File: src/hdl/co2_uart_reply_frame_checker_top_macros.svh
// Assertion macros for the CO2 reply frame checker.
// Expects clk and arst_n in the scope where the macros are used.
`ifndef CO2_UART_REPLY_FRAME_CHECKER_TOP_MACROS_SVH
`define CO2_UART_REPLY_FRAME_CHECKER_TOP_MACROS_SVH

// same-cycle implication, checked out of reset
`define CO2RFC_ASSERT_NOW(lbl, ante, cons) \
	lbl: assert property (@(posedge clk) disable iff (!arst_n) (ante) |-> (cons)) \
		else $error("co2rfc assertion failed");

// next-cycle implication, checked out of reset
`define CO2RFC_ASSERT_NEXT(lbl, ante, cons) \
	lbl: assert property (@(posedge clk) disable iff (!arst_n) (ante) |=> (cons)) \
		else $error("co2rfc assertion failed");

`endif

File: src/hdl/co2rfc_pkg.sv
// Package for the CO2 reply frame checker: item codes, status codes,
// frame constants and the result type. No dependencies.
`default_nettype none

package co2rfc_pkg;

	// item kinds
	localparam logic [1:0] OP_START = 2'd0;
	localparam logic [1:0] OP_BYTE  = 2'd1;
	localparam logic [1:0] OP_TICK  = 2'd2;

	// result status
	localparam logic [2:0] ST_OK       = 3'd0;
	localparam logic [2:0] ST_TIMEOUT  = 3'd1;
	localparam logic [2:0] ST_HEADER   = 3'd2;
	localparam logic [2:0] ST_LENCMD   = 3'd3;
	localparam logic [2:0] ST_CHECKSUM = 3'd4;

	// register indexes
	localparam logic REG_TIMEOUT = 1'b0;
	localparam logic REG_PREHEAT = 1'b1;

	// frame bytes
	localparam logic [7:0] HEAD_BYTE = 8'hFE;
	localparam logic [7:0] CODE_BYTE = 8'hA6;
	localparam logic [7:0] LEN_BYTE  = 8'h04;
	localparam logic [7:0] CMD_BYTE  = 8'h01;

	localparam logic [3:0] POS_HEAD    = 4'd0;
	localparam logic [3:0] POS_CODE    = 4'd1;
	localparam logic [3:0] POS_LEN     = 4'd2;
	localparam logic [3:0] POS_CMD     = 4'd3;
	localparam logic [3:0] POS_PPM_HI  = 4'd4;
	localparam logic [3:0] POS_PPM_LO  = 4'd5;
	localparam logic [3:0] POS_SUM_END = 4'd7;
	localparam logic [3:0] POS_LAST    = 4'd8;
	localparam logic [3:0] FRAME_BYTES = 4'd9;

	localparam logic [15:0] TIMEOUT_RESET = 16'd200;
	localparam logic [16:0] PREHEAT_RESET = 17'd120000;
	localparam logic [15:0] WAIT_MAX      = 16'hFFFF;

	typedef struct packed {
		logic [15:0] co2_ppm;
		logic        reading_ok;
		logic [2:0]  status;
		logic        preheating;
		logic [3:0]  bytes_received;
	} result_t;

endpackage

`default_nettype wire

File: src/hdl/co2_uart_reply_frame_checker_top.sv
// CO2 reply frame checker: an accepted input beat passes through the input register and then
// the result register before its result, if it makes one, is valid at the outputs.
// Throughput one item per cycle; the input stalls only while both the result register
// and its skid stage are full. Reset (arst_n low, asynchronous) disarms the read, clears
// frame progress and uptime, and loads a 200 ms timeout and a 120000 ms preheat limit.
// Depends on co2rfc_pkg and co2_uart_reply_frame_checker_top_macros.svh.
`default_nettype none
`include "co2_uart_reply_frame_checker_top_macros.svh"

module co2_uart_reply_frame_checker_top (
	input  wire logic        clk,
	input  wire logic        arst_n,
	// input items
	input  wire logic        in_valid,
	output logic             in_stall,
	input  wire logic [1:0]  op,
	input  wire logic [7:0]  rx_byte,
	// results
	output logic             out_valid,
	input  wire logic        out_stall,
	output logic [15:0]      co2_ppm,
	output logic             reading_ok,
	output logic [2:0]       status,
	output logic             preheating,
	output logic [3:0]       bytes_received,
	// register writes
	input  wire logic        cfg_valid,
	output logic             cfg_ready,
	input  wire logic        cfg_index,
	input  wire logic [16:0] cfg_data
);

	// configuration
	logic [15:0] timeout_q;
	logic [16:0] preheat_q;

	// input stage
	logic       valid_s1;
	logic [1:0] op_s1;
	logic [7:0] byte_s1;

	// frame state
	logic        collecting_q;
	logic [3:0]  byte_count_q;
	logic        hdr_err_q;
	logic        lencmd_err_q;
	logic [7:0]  sum_q;
	logic [7:0]  ppm_hi_q;
	logic [7:0]  ppm_lo_q;
	logic [15:0] wait_q;
	logic [16:0] uptime_q;

	// result register and skid
	logic                 out_valid_q;
	logic                 skid_valid_q;
	co2rfc_pkg::result_t  out_q;
	co2rfc_pkg::result_t  skid_q;

	// next-state logic
	logic                 proc;
	logic                 in_acc;
	logic                 out_pop;
	logic                 res_vld;
	co2rfc_pkg::result_t  res;
	logic                 collecting_d;
	logic [3:0]           byte_count_d;
	logic                 hdr_err_d;
	logic                 lencmd_err_d;
	logic [7:0]           sum_d;
	logic [7:0]           ppm_hi_d;
	logic [7:0]           ppm_lo_d;
	logic [15:0]          wait_d;
	logic [16:0]          uptime_d;
	logic [2:0]           st;

	assign proc      = valid_s1 && !skid_valid_q;
	assign in_stall  = valid_s1 && skid_valid_q;
	assign in_acc    = in_valid && !in_stall;
	assign out_pop   = out_valid_q && !out_stall;
	assign cfg_ready = 1'b1;

	always_comb begin
		collecting_d = collecting_q;
		byte_count_d = byte_count_q;
		hdr_err_d    = hdr_err_q;
		lencmd_err_d = lencmd_err_q;
		sum_d        = sum_q;
		ppm_hi_d     = ppm_hi_q;
		ppm_lo_d     = ppm_lo_q;
		wait_d       = wait_q;
		uptime_d     = uptime_q;
		res_vld      = 1'b0;
		st           = co2rfc_pkg::ST_OK;

		case (op_s1)
			co2rfc_pkg::OP_START: begin
				collecting_d = 1'b1;
				byte_count_d = '0;
				hdr_err_d    = 1'b0;
				lencmd_err_d = 1'b0;
				sum_d        = '0;
				ppm_hi_d     = '0;
				ppm_lo_d     = '0;
				wait_d       = '0;
			end
			co2rfc_pkg::OP_BYTE: begin
				if (collecting_q) begin
					if ((byte_count_q == co2rfc_pkg::POS_HEAD && byte_s1 != co2rfc_pkg::HEAD_BYTE) ||
					    (byte_count_q == co2rfc_pkg::POS_CODE && byte_s1 != co2rfc_pkg::CODE_BYTE))
						hdr_err_d = 1'b1;
					if ((byte_count_q == co2rfc_pkg::POS_LEN && byte_s1 != co2rfc_pkg::LEN_BYTE) ||
					    (byte_count_q == co2rfc_pkg::POS_CMD && byte_s1 != co2rfc_pkg::CMD_BYTE))
						lencmd_err_d = 1'b1;
					if (byte_count_q == co2rfc_pkg::POS_PPM_HI)
						ppm_hi_d = byte_s1;
					if (byte_count_q == co2rfc_pkg::POS_PPM_LO)
						ppm_lo_d = byte_s1;
					if (byte_count_q >= co2rfc_pkg::POS_CODE &&
					    byte_count_q <= co2rfc_pkg::POS_SUM_END)
						sum_d = sum_q + byte_s1;
					byte_count_d = byte_count_q + 4'd1;
					if (byte_count_q >= co2rfc_pkg::POS_LAST) begin
						// ninth byte is the checksum itself; error priority as listed
						collecting_d = 1'b0;
						res_vld      = 1'b1;
						if (hdr_err_q)
							st = co2rfc_pkg::ST_HEADER;
						else if (lencmd_err_q)
							st = co2rfc_pkg::ST_LENCMD;
						else if (sum_q != byte_s1)
							st = co2rfc_pkg::ST_CHECKSUM;
						else
							st = co2rfc_pkg::ST_OK;
					end
				end
			end
			co2rfc_pkg::OP_TICK: begin
				if (uptime_q < preheat_q)
					uptime_d = uptime_q + 17'd1;
				if (collecting_q) begin
					if (wait_q < co2rfc_pkg::WAIT_MAX)
						wait_d = wait_q + 16'd1;
					if (wait_d >= timeout_q) begin
						collecting_d = 1'b0;
						res_vld      = 1'b1;
						st           = co2rfc_pkg::ST_TIMEOUT;
					end
				end
			end
			default: begin
			end
		endcase

		res.status         = st;
		res.reading_ok     = (st == co2rfc_pkg::ST_OK);
		res.co2_ppm        = (st == co2rfc_pkg::ST_OK) ? {ppm_hi_d, ppm_lo_d} : 16'd0;
		res.preheating     = (uptime_d < preheat_q);
		res.bytes_received = byte_count_d;
	end

	// configuration writes
	always_ff @(posedge clk or negedge arst_n) begin
		if (!arst_n) begin
			timeout_q <= co2rfc_pkg::TIMEOUT_RESET;
			preheat_q <= co2rfc_pkg::PREHEAT_RESET;
		end else if (cfg_valid && cfg_ready) begin
			unique case (cfg_index)
				co2rfc_pkg::REG_TIMEOUT: timeout_q <= cfg_data[15:0];
				co2rfc_pkg::REG_PREHEAT: preheat_q <= cfg_data;
				default: begin
				end
			endcase
		end
	end

	// input register
	always_ff @(posedge clk or negedge arst_n) begin
		if (!arst_n) begin
			valid_s1 <= 1'b0;
		end else if (!in_stall) begin
			valid_s1 <= in_valid;
		end
	end

	always_ff @(posedge clk) begin
		if (in_acc) begin
			op_s1   <= op;
			byte_s1 <= rx_byte;
		end
	end

	// frame state
	always_ff @(posedge clk or negedge arst_n) begin
		if (!arst_n) begin
			collecting_q <= 1'b0;
			byte_count_q <= '0;
			hdr_err_q    <= 1'b0;
			lencmd_err_q <= 1'b0;
			sum_q        <= '0;
			ppm_hi_q     <= '0;
			ppm_lo_q     <= '0;
			wait_q       <= '0;
			uptime_q     <= '0;
		end else if (proc) begin
			collecting_q <= collecting_d;
			byte_count_q <= byte_count_d;
			hdr_err_q    <= hdr_err_d;
			lencmd_err_q <= lencmd_err_d;
			sum_q        <= sum_d;
			ppm_hi_q     <= ppm_hi_d;
			ppm_lo_q     <= ppm_lo_d;
			wait_q       <= wait_d;
			uptime_q     <= uptime_d;
		end
	end

	// result register with skid stage; a new result only arrives while skid is empty
	always_ff @(posedge clk or negedge arst_n) begin
		if (!arst_n) begin
			out_valid_q  <= 1'b0;
			skid_valid_q <= 1'b0;
		end else begin
			if (out_pop || !out_valid_q) begin
				out_valid_q  <= skid_valid_q || (proc && res_vld);
				skid_valid_q <= 1'b0;
			end else if (proc && res_vld) begin
				skid_valid_q <= 1'b1;
			end
		end
	end

	always_ff @(posedge clk) begin
		if (out_pop || !out_valid_q) begin
			out_q <= skid_valid_q ? skid_q : res;
		end else if (proc && res_vld) begin
			skid_q <= res;
		end
	end

	assign out_valid      = out_valid_q;
	assign co2_ppm        = out_q.co2_ppm;
	assign reading_ok     = out_q.reading_ok;
	assign status         = out_q.status;
	assign preheating     = out_q.preheating;
	assign bytes_received = out_q.bytes_received;

	`CO2RFC_ASSERT_NOW(a_skid_behind_out, skid_valid_q, out_valid_q)
	`CO2RFC_ASSERT_NOW(a_ok_full_frame, out_valid && status == co2rfc_pkg::ST_OK,
		reading_ok && bytes_received == co2rfc_pkg::FRAME_BYTES)
	`CO2RFC_ASSERT_NOW(a_bad_no_ppm, out_valid && status != co2rfc_pkg::ST_OK,
		co2_ppm == 16'd0 && !reading_ok)
	`CO2RFC_ASSERT_NOW(a_count_in_frame, collecting_q, byte_count_q <= co2rfc_pkg::POS_LAST)
	`CO2RFC_ASSERT_NEXT(a_frame_end_disarms, proc && res_vld, !collecting_q)

endmodule

`default_nettype wire

File: config.mk
export PLATFORM = sky130hd
export DESIGN_NAME = co2_uart_reply_frame_checker_top
export DESIGN_NICKNAME = d
export VERILOG_FILES = /design/src/hdl/co2rfc_pkg.sv /design/src/hdl/co2_uart_reply_frame_checker_top.sv
export VERILOG_INCLUDE_DIRS = /design/src /design/src/hdl
export SDC_FILE = /design/constraint.sdc
export NUM_CORES = 1
export LEC_CHECK = 0
export BUFFER_PORTS_ARGS = -buffer_cell sky130_fd_sc_hd__buf_2
export CORE_MARGIN = 5
export CORE_UTILIZATION = 45
export CTS_BUF_LIST = sky130_fd_sc_hd__clkbuf_8
export DETAILED_ROUTE_END_ITERATION = 6
export GPL_ROUTABILITY_DRIVEN = 0
export PLACE_DENSITY = 0.61
export SYNTH_ARGS = -nofsm -noshare
export SYNTH_HDL_FRONTEND = slang
export SYNTH_SLANG_ARGS = --single-unit
export TNS_END_PERCENT = 20
File: constraint.sdc
create_clock -name clk -period 4.43 [get_ports clk]
set_clock_uncertainty 0.05 [all_clocks]
set_input_delay 0.2215 -clock clk [delete_from_list [all_inputs] [get_ports clk]]
set_output_delay 0.2215 -clock clk [all_outputs]
set_load 0.02 [all_outputs]
; Yosys cells after proc, flatten, opt, wreduce, memory -nomap -nowiden
; Index checks and enable logic that the tools add are counted.
[word_totals]
regBits = 160
inputBits = 33
out_inout_bits = 28
wordCells = 135
[op_classes]
addsub = 4
n_lt_le_gt_ge = 7
n_eq_ne = 17
muxes = 46
bitwise = 2
reduce_logical = 33
[ops]
columns = operator, count
row1 = 16-bit two-way mux, 5
row2 = 8-bit two-way mux, 6
row3 = 8-bit case mux with 2 select lines, 3
row4 = 17-bit less-than comparator, 2
row5 = 17-bit two-way mux, 2
row6 = 16-bit case mux with 2 select lines, 1
row7 = 25-bit two-way mux, 1
row8 = "17-bit by 1-bit adder with 17-bit output, second input constant", 1
row9 = "16-bit by 1-bit adder with 16-bit output, second input constant", 1
row10 = 16-bit >= comparator, 1
row11 = "16-bit less-than comparator, second input constant", 1
row12 = 1-bit two-way mux, 16
row13 = "8-bit inequality test, second input constant", 2
row14 = 3-bit two-way mux, 5
row15 = 4-bit AND reduction, 3
row16 = 1-bit logical AND, 10
row17 = "2-bit inequality test, second input constant", 5
row18 = 8-bit adder, 1
row19 = "4-bit by 2-bit equality test with 1-bit output, second input constant", 2
row20 = "4-bit by 3-bit equality test with 1-bit output, second input constant", 2
row21 = "8-bit by 1-bit inequality test with 1-bit output, second input constant", 1
row22 = "8-bit by 3-bit inequality test with 1-bit output, second input constant", 1
row23 = 8-bit inequality test, 1
row24 = 4-bit case mux with 2 select lines, 1
row25 = 21 further kinds, 35

; Longest topological paths before layout
[logic_depth]
word_depth = 11
depth_mapped = 16
ltp_nobuf = 15

; Worst setup path before layout
; OpenSTA, ideal clock, no wires.
[synth_timing]
path_type = register to register
from = register wait_q[0]
to = register skid_q[0] in the netlist's numbering, enable pin
setup_ns = 0.407
arrival_time_ns = 4.144
required_time_ns = 3.973
path_slack_ns = -0.171
path_stages_with_launch = 15
path_buffers = 1
synth_period_minus_slack_ns = 4.601
cell_sequence = dfrtp_1 ha_1 nand4_1 or4_1 and4_1 clkbuf_1 nand3_1 xnor2_1 ha_1 nand2_1 nor3_1 and4_1 o31ai_1 a21o_1 nor2_1
[synth_via]
elab_chain_len = 10
elab_cells_between_ends = 11
classes_between = add/sub (1) / order compare (2) / mux (6) / reduce/logical (2)
[synth_rtl]
columns = item, line
row1 = from (decl), co2_uart_reply_frame_checker_top.sv:50  ; logic [15:0] wait_q;
row2 = from (signal assigned), co2_uart_reply_frame_checker_top.sv:212  ; wait_q <= wait_d;
row3 = 16-bit by 1-bit adder with 16-bit output or 16-bit less-than comparator (tied branches), "co2_uart_reply_frame_checker_top.sv:142, co2_uart_reply_frame_checker_top.sv:141"
row4 = 16-bit two-way mux *, co2_uart_reply_frame_checker_top.sv:141  ; if (wait_q < co2rfc_pkg::WAIT_MAX)
row5 = 16-bit two-way mux *, co2_uart_reply_frame_checker_top.sv:140  ; if (collecting_q) begin
row6 = 16-bit two-way mux *, co2_uart_reply_frame_checker_top.sv:95  ; case (op_s1)
row7 = 16-bit >= comparator *, co2_uart_reply_frame_checker_top.sv:143  ; if (wait_d >= timeout_q) begin
row8 = 1-bit two-way mux *, co2_uart_reply_frame_checker_top.sv:143
row9 = 1-bit two-way mux *, co2_uart_reply_frame_checker_top.sv:140
row10 = 1-bit case mux with 2 select lines *, co2_uart_reply_frame_checker_top.sv:95
row11 = 1-bit logical AND *, co2_uart_reply_frame_checker_top.sv:235  ; end else if (proc && res_vld) begin
row12 = 2-bit AND reduction (no source line) *, --
row13 = to (signal assigned), co2_uart_reply_frame_checker_top.sv:236  ; skid_q <= res;
row14 = to (decl), co2_uart_reply_frame_checker_top.sv:57  ; co2rfc_pkg::result_t skid_q;
; Mark *: on every way between the ends. The rest lies on a longest branch, timed or not. The select of a mux whose other input is x is not followed.
; A chain may end at the register's enable or synchronous reset.

; Worst setup path after layout
[layout_timing]
from = register preheat_q[14]
to = register out_q (netlist bit preheating) (data pin)
[layout_via]
elab_chain_len = 5
[layout_rtl]
columns = item, line
row1 = from (decl), co2_uart_reply_frame_checker_top.sv:35  ; logic [16:0] preheat_q;
row2 = from (signal assigned), co2_uart_reply_frame_checker_top.sv:165  ; preheat_q <= co2rfc_pkg::PREHEAT_RESET;
row3 = from (signal assigned), co2_uart_reply_frame_checker_top.sv:169  ; co2rfc_pkg::REG_PREHEAT: preheat_q <= cfg_data;
row4 = 17-bit less-than comparator, co2_uart_reply_frame_checker_top.sv:138  ; if (uptime_q < preheat_q)
row5 = 17-bit two-way mux, co2_uart_reply_frame_checker_top.sv:138
row6 = 17-bit two-way mux, co2_uart_reply_frame_checker_top.sv:95
row7 = named net uptime_d[7], co2_uart_reply_frame_checker_top.sv:73  ; logic [16:0] uptime_d;
row8 = 17-bit less-than comparator, co2_uart_reply_frame_checker_top.sv:157  ; res.preheating = (uptime_d < preheat_q);
row9 = 25-bit two-way mux, co2_uart_reply_frame_checker_top.sv:234  ; out_q <= skid_valid_q ? skid_q : res;
row10 = to (signal assigned), co2_uart_reply_frame_checker_top.sv:234
row11 = to (decl), co2_uart_reply_frame_checker_top.sv:56  ; co2rfc_pkg::result_t out_q;
; The timed path passes the listed nets, and every way through them passes these cells.

==> impl_metrics.toml <==
[floorplan]
die_x_um = 150
io_pins = 61
fp.dieH_um = 150
initial_utilization_pct = 45.6
core_um2 = 19500
core.rowCount = 51
die_area_um2 = 22600

[clocking]
path_clk_slew_ns = 0.09
insertion_delay_ns = 0.46
clockRootBuffer = "clkbuf_8"
clockBufferDepth = 2
cts_tree = "done"
htreeDepth = 4
clock_sinks = 160
cts_buffers = 17

[sta]
hold_viol = 0
period_minus_slack_ns = 4.12
slew_viol_final = 0
relSlewSlack_pct = 24.6
fin_ws_ns = 0.309
tightestPinTransition_ns = 1.12
period_share_pct = 93.0
finalSetupTns_ns = 0
setup_viol = 0
max_freq_mhz = 243

[yosys]
ys.flop_type = "dfrtp_1"
synth_nets = 957
avgSynthCellArea_um2 = 10.3
synth_cells = 858
ys_seq_elements = 160
async_reset_ff_share_pct = 62.5
netlist_area_um2 = 8880
synth_edf_count = 60
ys_warn_count = 0
synth_cell_type_count = 71
synth_seq_area_share_pct = 48.6

[global_routing]
grt_pass1_vias = 6302
grt-ovfl-total = 0
track_usage_pct = 18.1
antenna_found_initial = 0
grt_max_degree = 68
grt_pass1_wl_um = 32200

[setup_path]
slowest_stage = "or4_1"
max_stage_delay_ns = 0.60
worstPathRequired_ns = 4.65
cp_max_fo = 6
crit_arrival_ns = 4.34
cp-end-kind = "flop"
cp_top_family = "compound AO/OA/AOI/OAI gates"
critical_path_class = "reg -> reg"
path_buf_inv = 2
worstPathCellList = "inv_1, ha_1, nand4_1, or4_1, o32ai_4, nor3_4, buf_12, nand4_1, xnor2_1, ha_1, a2111oi_0, o221ai_1, o211ai_1, nand2_1, o31a_1, o41ai_1"
cp-start-kind = "flop"

[power_and_ir_drop]
power.density_nw_per_um2 = 394
ir_worst_vdd_mv = 0.211
p_leak_nw = 4.66

[worst_hold_path]
hold_class = "in -> reg"

[cells_and_area]
diodes = 0
fillers = 1707
syn_to_final_growth_pct = 16.3
final_nets = 1050
utilization_pct = 53.1
drive_gt1_share_pct = 17.4
final_cell_mix = "116 x nand2_1, 90 x dfrtp_1, 65 x ha_1"
layout_commonest_cell = "nand2_1"

[routing]
drt_iter0_markers = 396
first_pass_iters = 5
drc = 0
vias = 6499
via_per_inst = 5.29
wire_per_inst_um = 15.9
ant_nets = 0
drt-total-wl_um = 19600

[job]
drv_cap = 0

[placed_design]
place_ws_ns = 0.235
dp_hpwl_um = 13900
portBuffers = 59

[run_status]
status = "finished clean"
## synthesized netlist by cell type (all sizes together), types with 2 or more instances
cell type | count | area (µm²)
and2 | 5 | 31.3
nand4 | 17 | 106
xnor2 | 44 | 385
a21oi | 44 | 220
a211oi | 4 | 42.5
or2 | 3 | 18.8
nor4 | 5 | 46.3
dfstp | 10 | 263
o31a | 2 | 17.5
or4 | 2 | 15.0
buf | 9 | 58.8
dfrtp | 90 | 2250
nor2 | 52 | 195
and3 | 27 | 169
and4 | 5 | 43.8
nand2 | 116 | 435
a31oi | 4 | 25.0
mux2 | 27 | 304
nor2b | 8 | 50.1
a22o | 10 | 87.6
a21o | 6 | 45.0
nor3 | 5 | 36.3
xor2 | 6 | 52.6
o32ai | 2 | 25.0
o21ai | 62 | 325
a311o | 2 | 20.0
o31ai | 26 | 255
ha | 65 | 813
inv | 46 | 173
nand2b | 7 | 43.8
nor3b | 2 | 15.0
edfxtp | 60 | 1800
a2111oi | 3 | 32.5
clkinv | 2 | 7.51
o21a | 10 | 75.1
clkbuf | 27 | 101
o21bai | 3 | 22.5
nand3 | 23 | 115
## where the power goes
| part | switching [mW] | internal [mW] | leakage (nW) |
|---|---|---|---|
| combinational | 0.523 | 0.422 | 2.49 |
| clock | 0.558 | 0.703 | 0.235 |
| sequential | 0.146 | 1.72 | 1.94 |
## worst reg2reg max path, stage by stage, from the launching register on
cell,delay [ns]
dfstp_2,0.54
inv_1,0.06
ha_1,0.30
nand4_1,0.20
or4_1,0.60
o32ai_4,0.33
nor3_4,0.13
buf_12,0.17
nand4_1,0.10
xnor2_1,0.08
ha_1,0.20
a2111oi_0,0.37
o221ai_1,0.21
o211ai_1,0.14
nand2_1,0.12
o31a_1,0.29
o41ai_1,0.06
## routing by layer
layer	track usage, %	part of all wire, %
met3	3.04	3.8
met4	6.72	2.2
met2	28.9	47
met1	24.8	47
met5	0	0
## final cells by class
| class | count | area (µm²) | share of cell area (%) |
|---|---|---|---|
| clock inverter | 12 | 205 | 1.99 |
| clock buffer | 19 | 262 | 2.53 |
| tap | 265 | 332 | 3.21 |
| sequential | 160 | 4320 | 41.8 |
| multi-input combinational | 614 | 4240 | 41.1 |
| inverter | 48 | 180 | 1.74 |
| timing repair buffer | 110 | 791 | 7.66 |
## stage by stage
stage	power (mW)	cells	cell area, µm²	hold WS, ns
global placement	2.78	1164	9500	0.344
detailed placement	2.80	1164	9500	0.340
global route	4.33	1228	10300	0.252
floorplan	2.54	858	8880	-0.124
CTS	4.09	1224	10300	0.184
finish	4.07	1228	10300	0.213
## sequential cells by signal (all words and copies together) (netlist names), 2 cells and up
name / flops
sum_q: 8
byte_count_q: 4
timeout_q: 16
byte_s1: 8
preheat_q: 17
ppm_lo_q: 8
op_s1: 2
ppm_hi_q: 8
bytes_received: 4
wait_q: 16
status: 3
uptime_q: 17
skid_q: 25
co2_ppm: 16
## kinds of logic (layout without fill, tap and decap cells)
logic type | count (synthesis) | count (layout) | share of synthesized area (%)
flip-flops | 160 | 160 | 48.6
XOR/XNOR | 50 | 50 | 4.93
AO/OA/AOI/OAI | 190 | 190 | 14.6
AND/OR/NAND/NOR | 280 | 280 | 15.1
multiplexers | 27 | 27 | 3.42
adder cells (fa/ha/maj) | 66 | 66 | 9.39
other | 1 | 1 | 0.0422
buffers and inverters | 84 | 189 | 3.83
## path summary, 6_finish.rpt
| check | startpoint | endpoint | slack [ns] | depth (start not counted) |
|---|---|---|---|---|
| setup reg to reg | preheat_q[14]$_DFFE_PN1P_ | preheating$_DFFE_PN_ | 0.31 | 16 |
| setup / recovery | preheat_q[14]$_DFFE_PN1P_ | preheating$_DFFE_PN_ | 0.31 | 16 |
| hold reg to reg | ppm_hi_q[7]$_DFFE_PN0P_ | ppm_hi_q[7]$_DFFE_PN0P_ | 0.43 | 2 |
| min in group asynchronous | arst_n | ppm_hi_q[5]$_DFFE_PN0P_ | 0.36 | 2 |
| max in group asynchronous | arst_n | sum_q[4]$_DFFE_PN0P_ | 2.93 | 3 |
| hold / removal | cfg_index | timeout_q[3]$_DFFE_PN1P_ | 0.21 | 5 |
## timing repair
action,CTS,global route
endpoints found under the setup margin,0,2
hold buffers,29,0
setup buffers,0,4
endpoints found under the hold margin,100,0
resized for setup,0,2
Power figures use the tool's default switching activity.
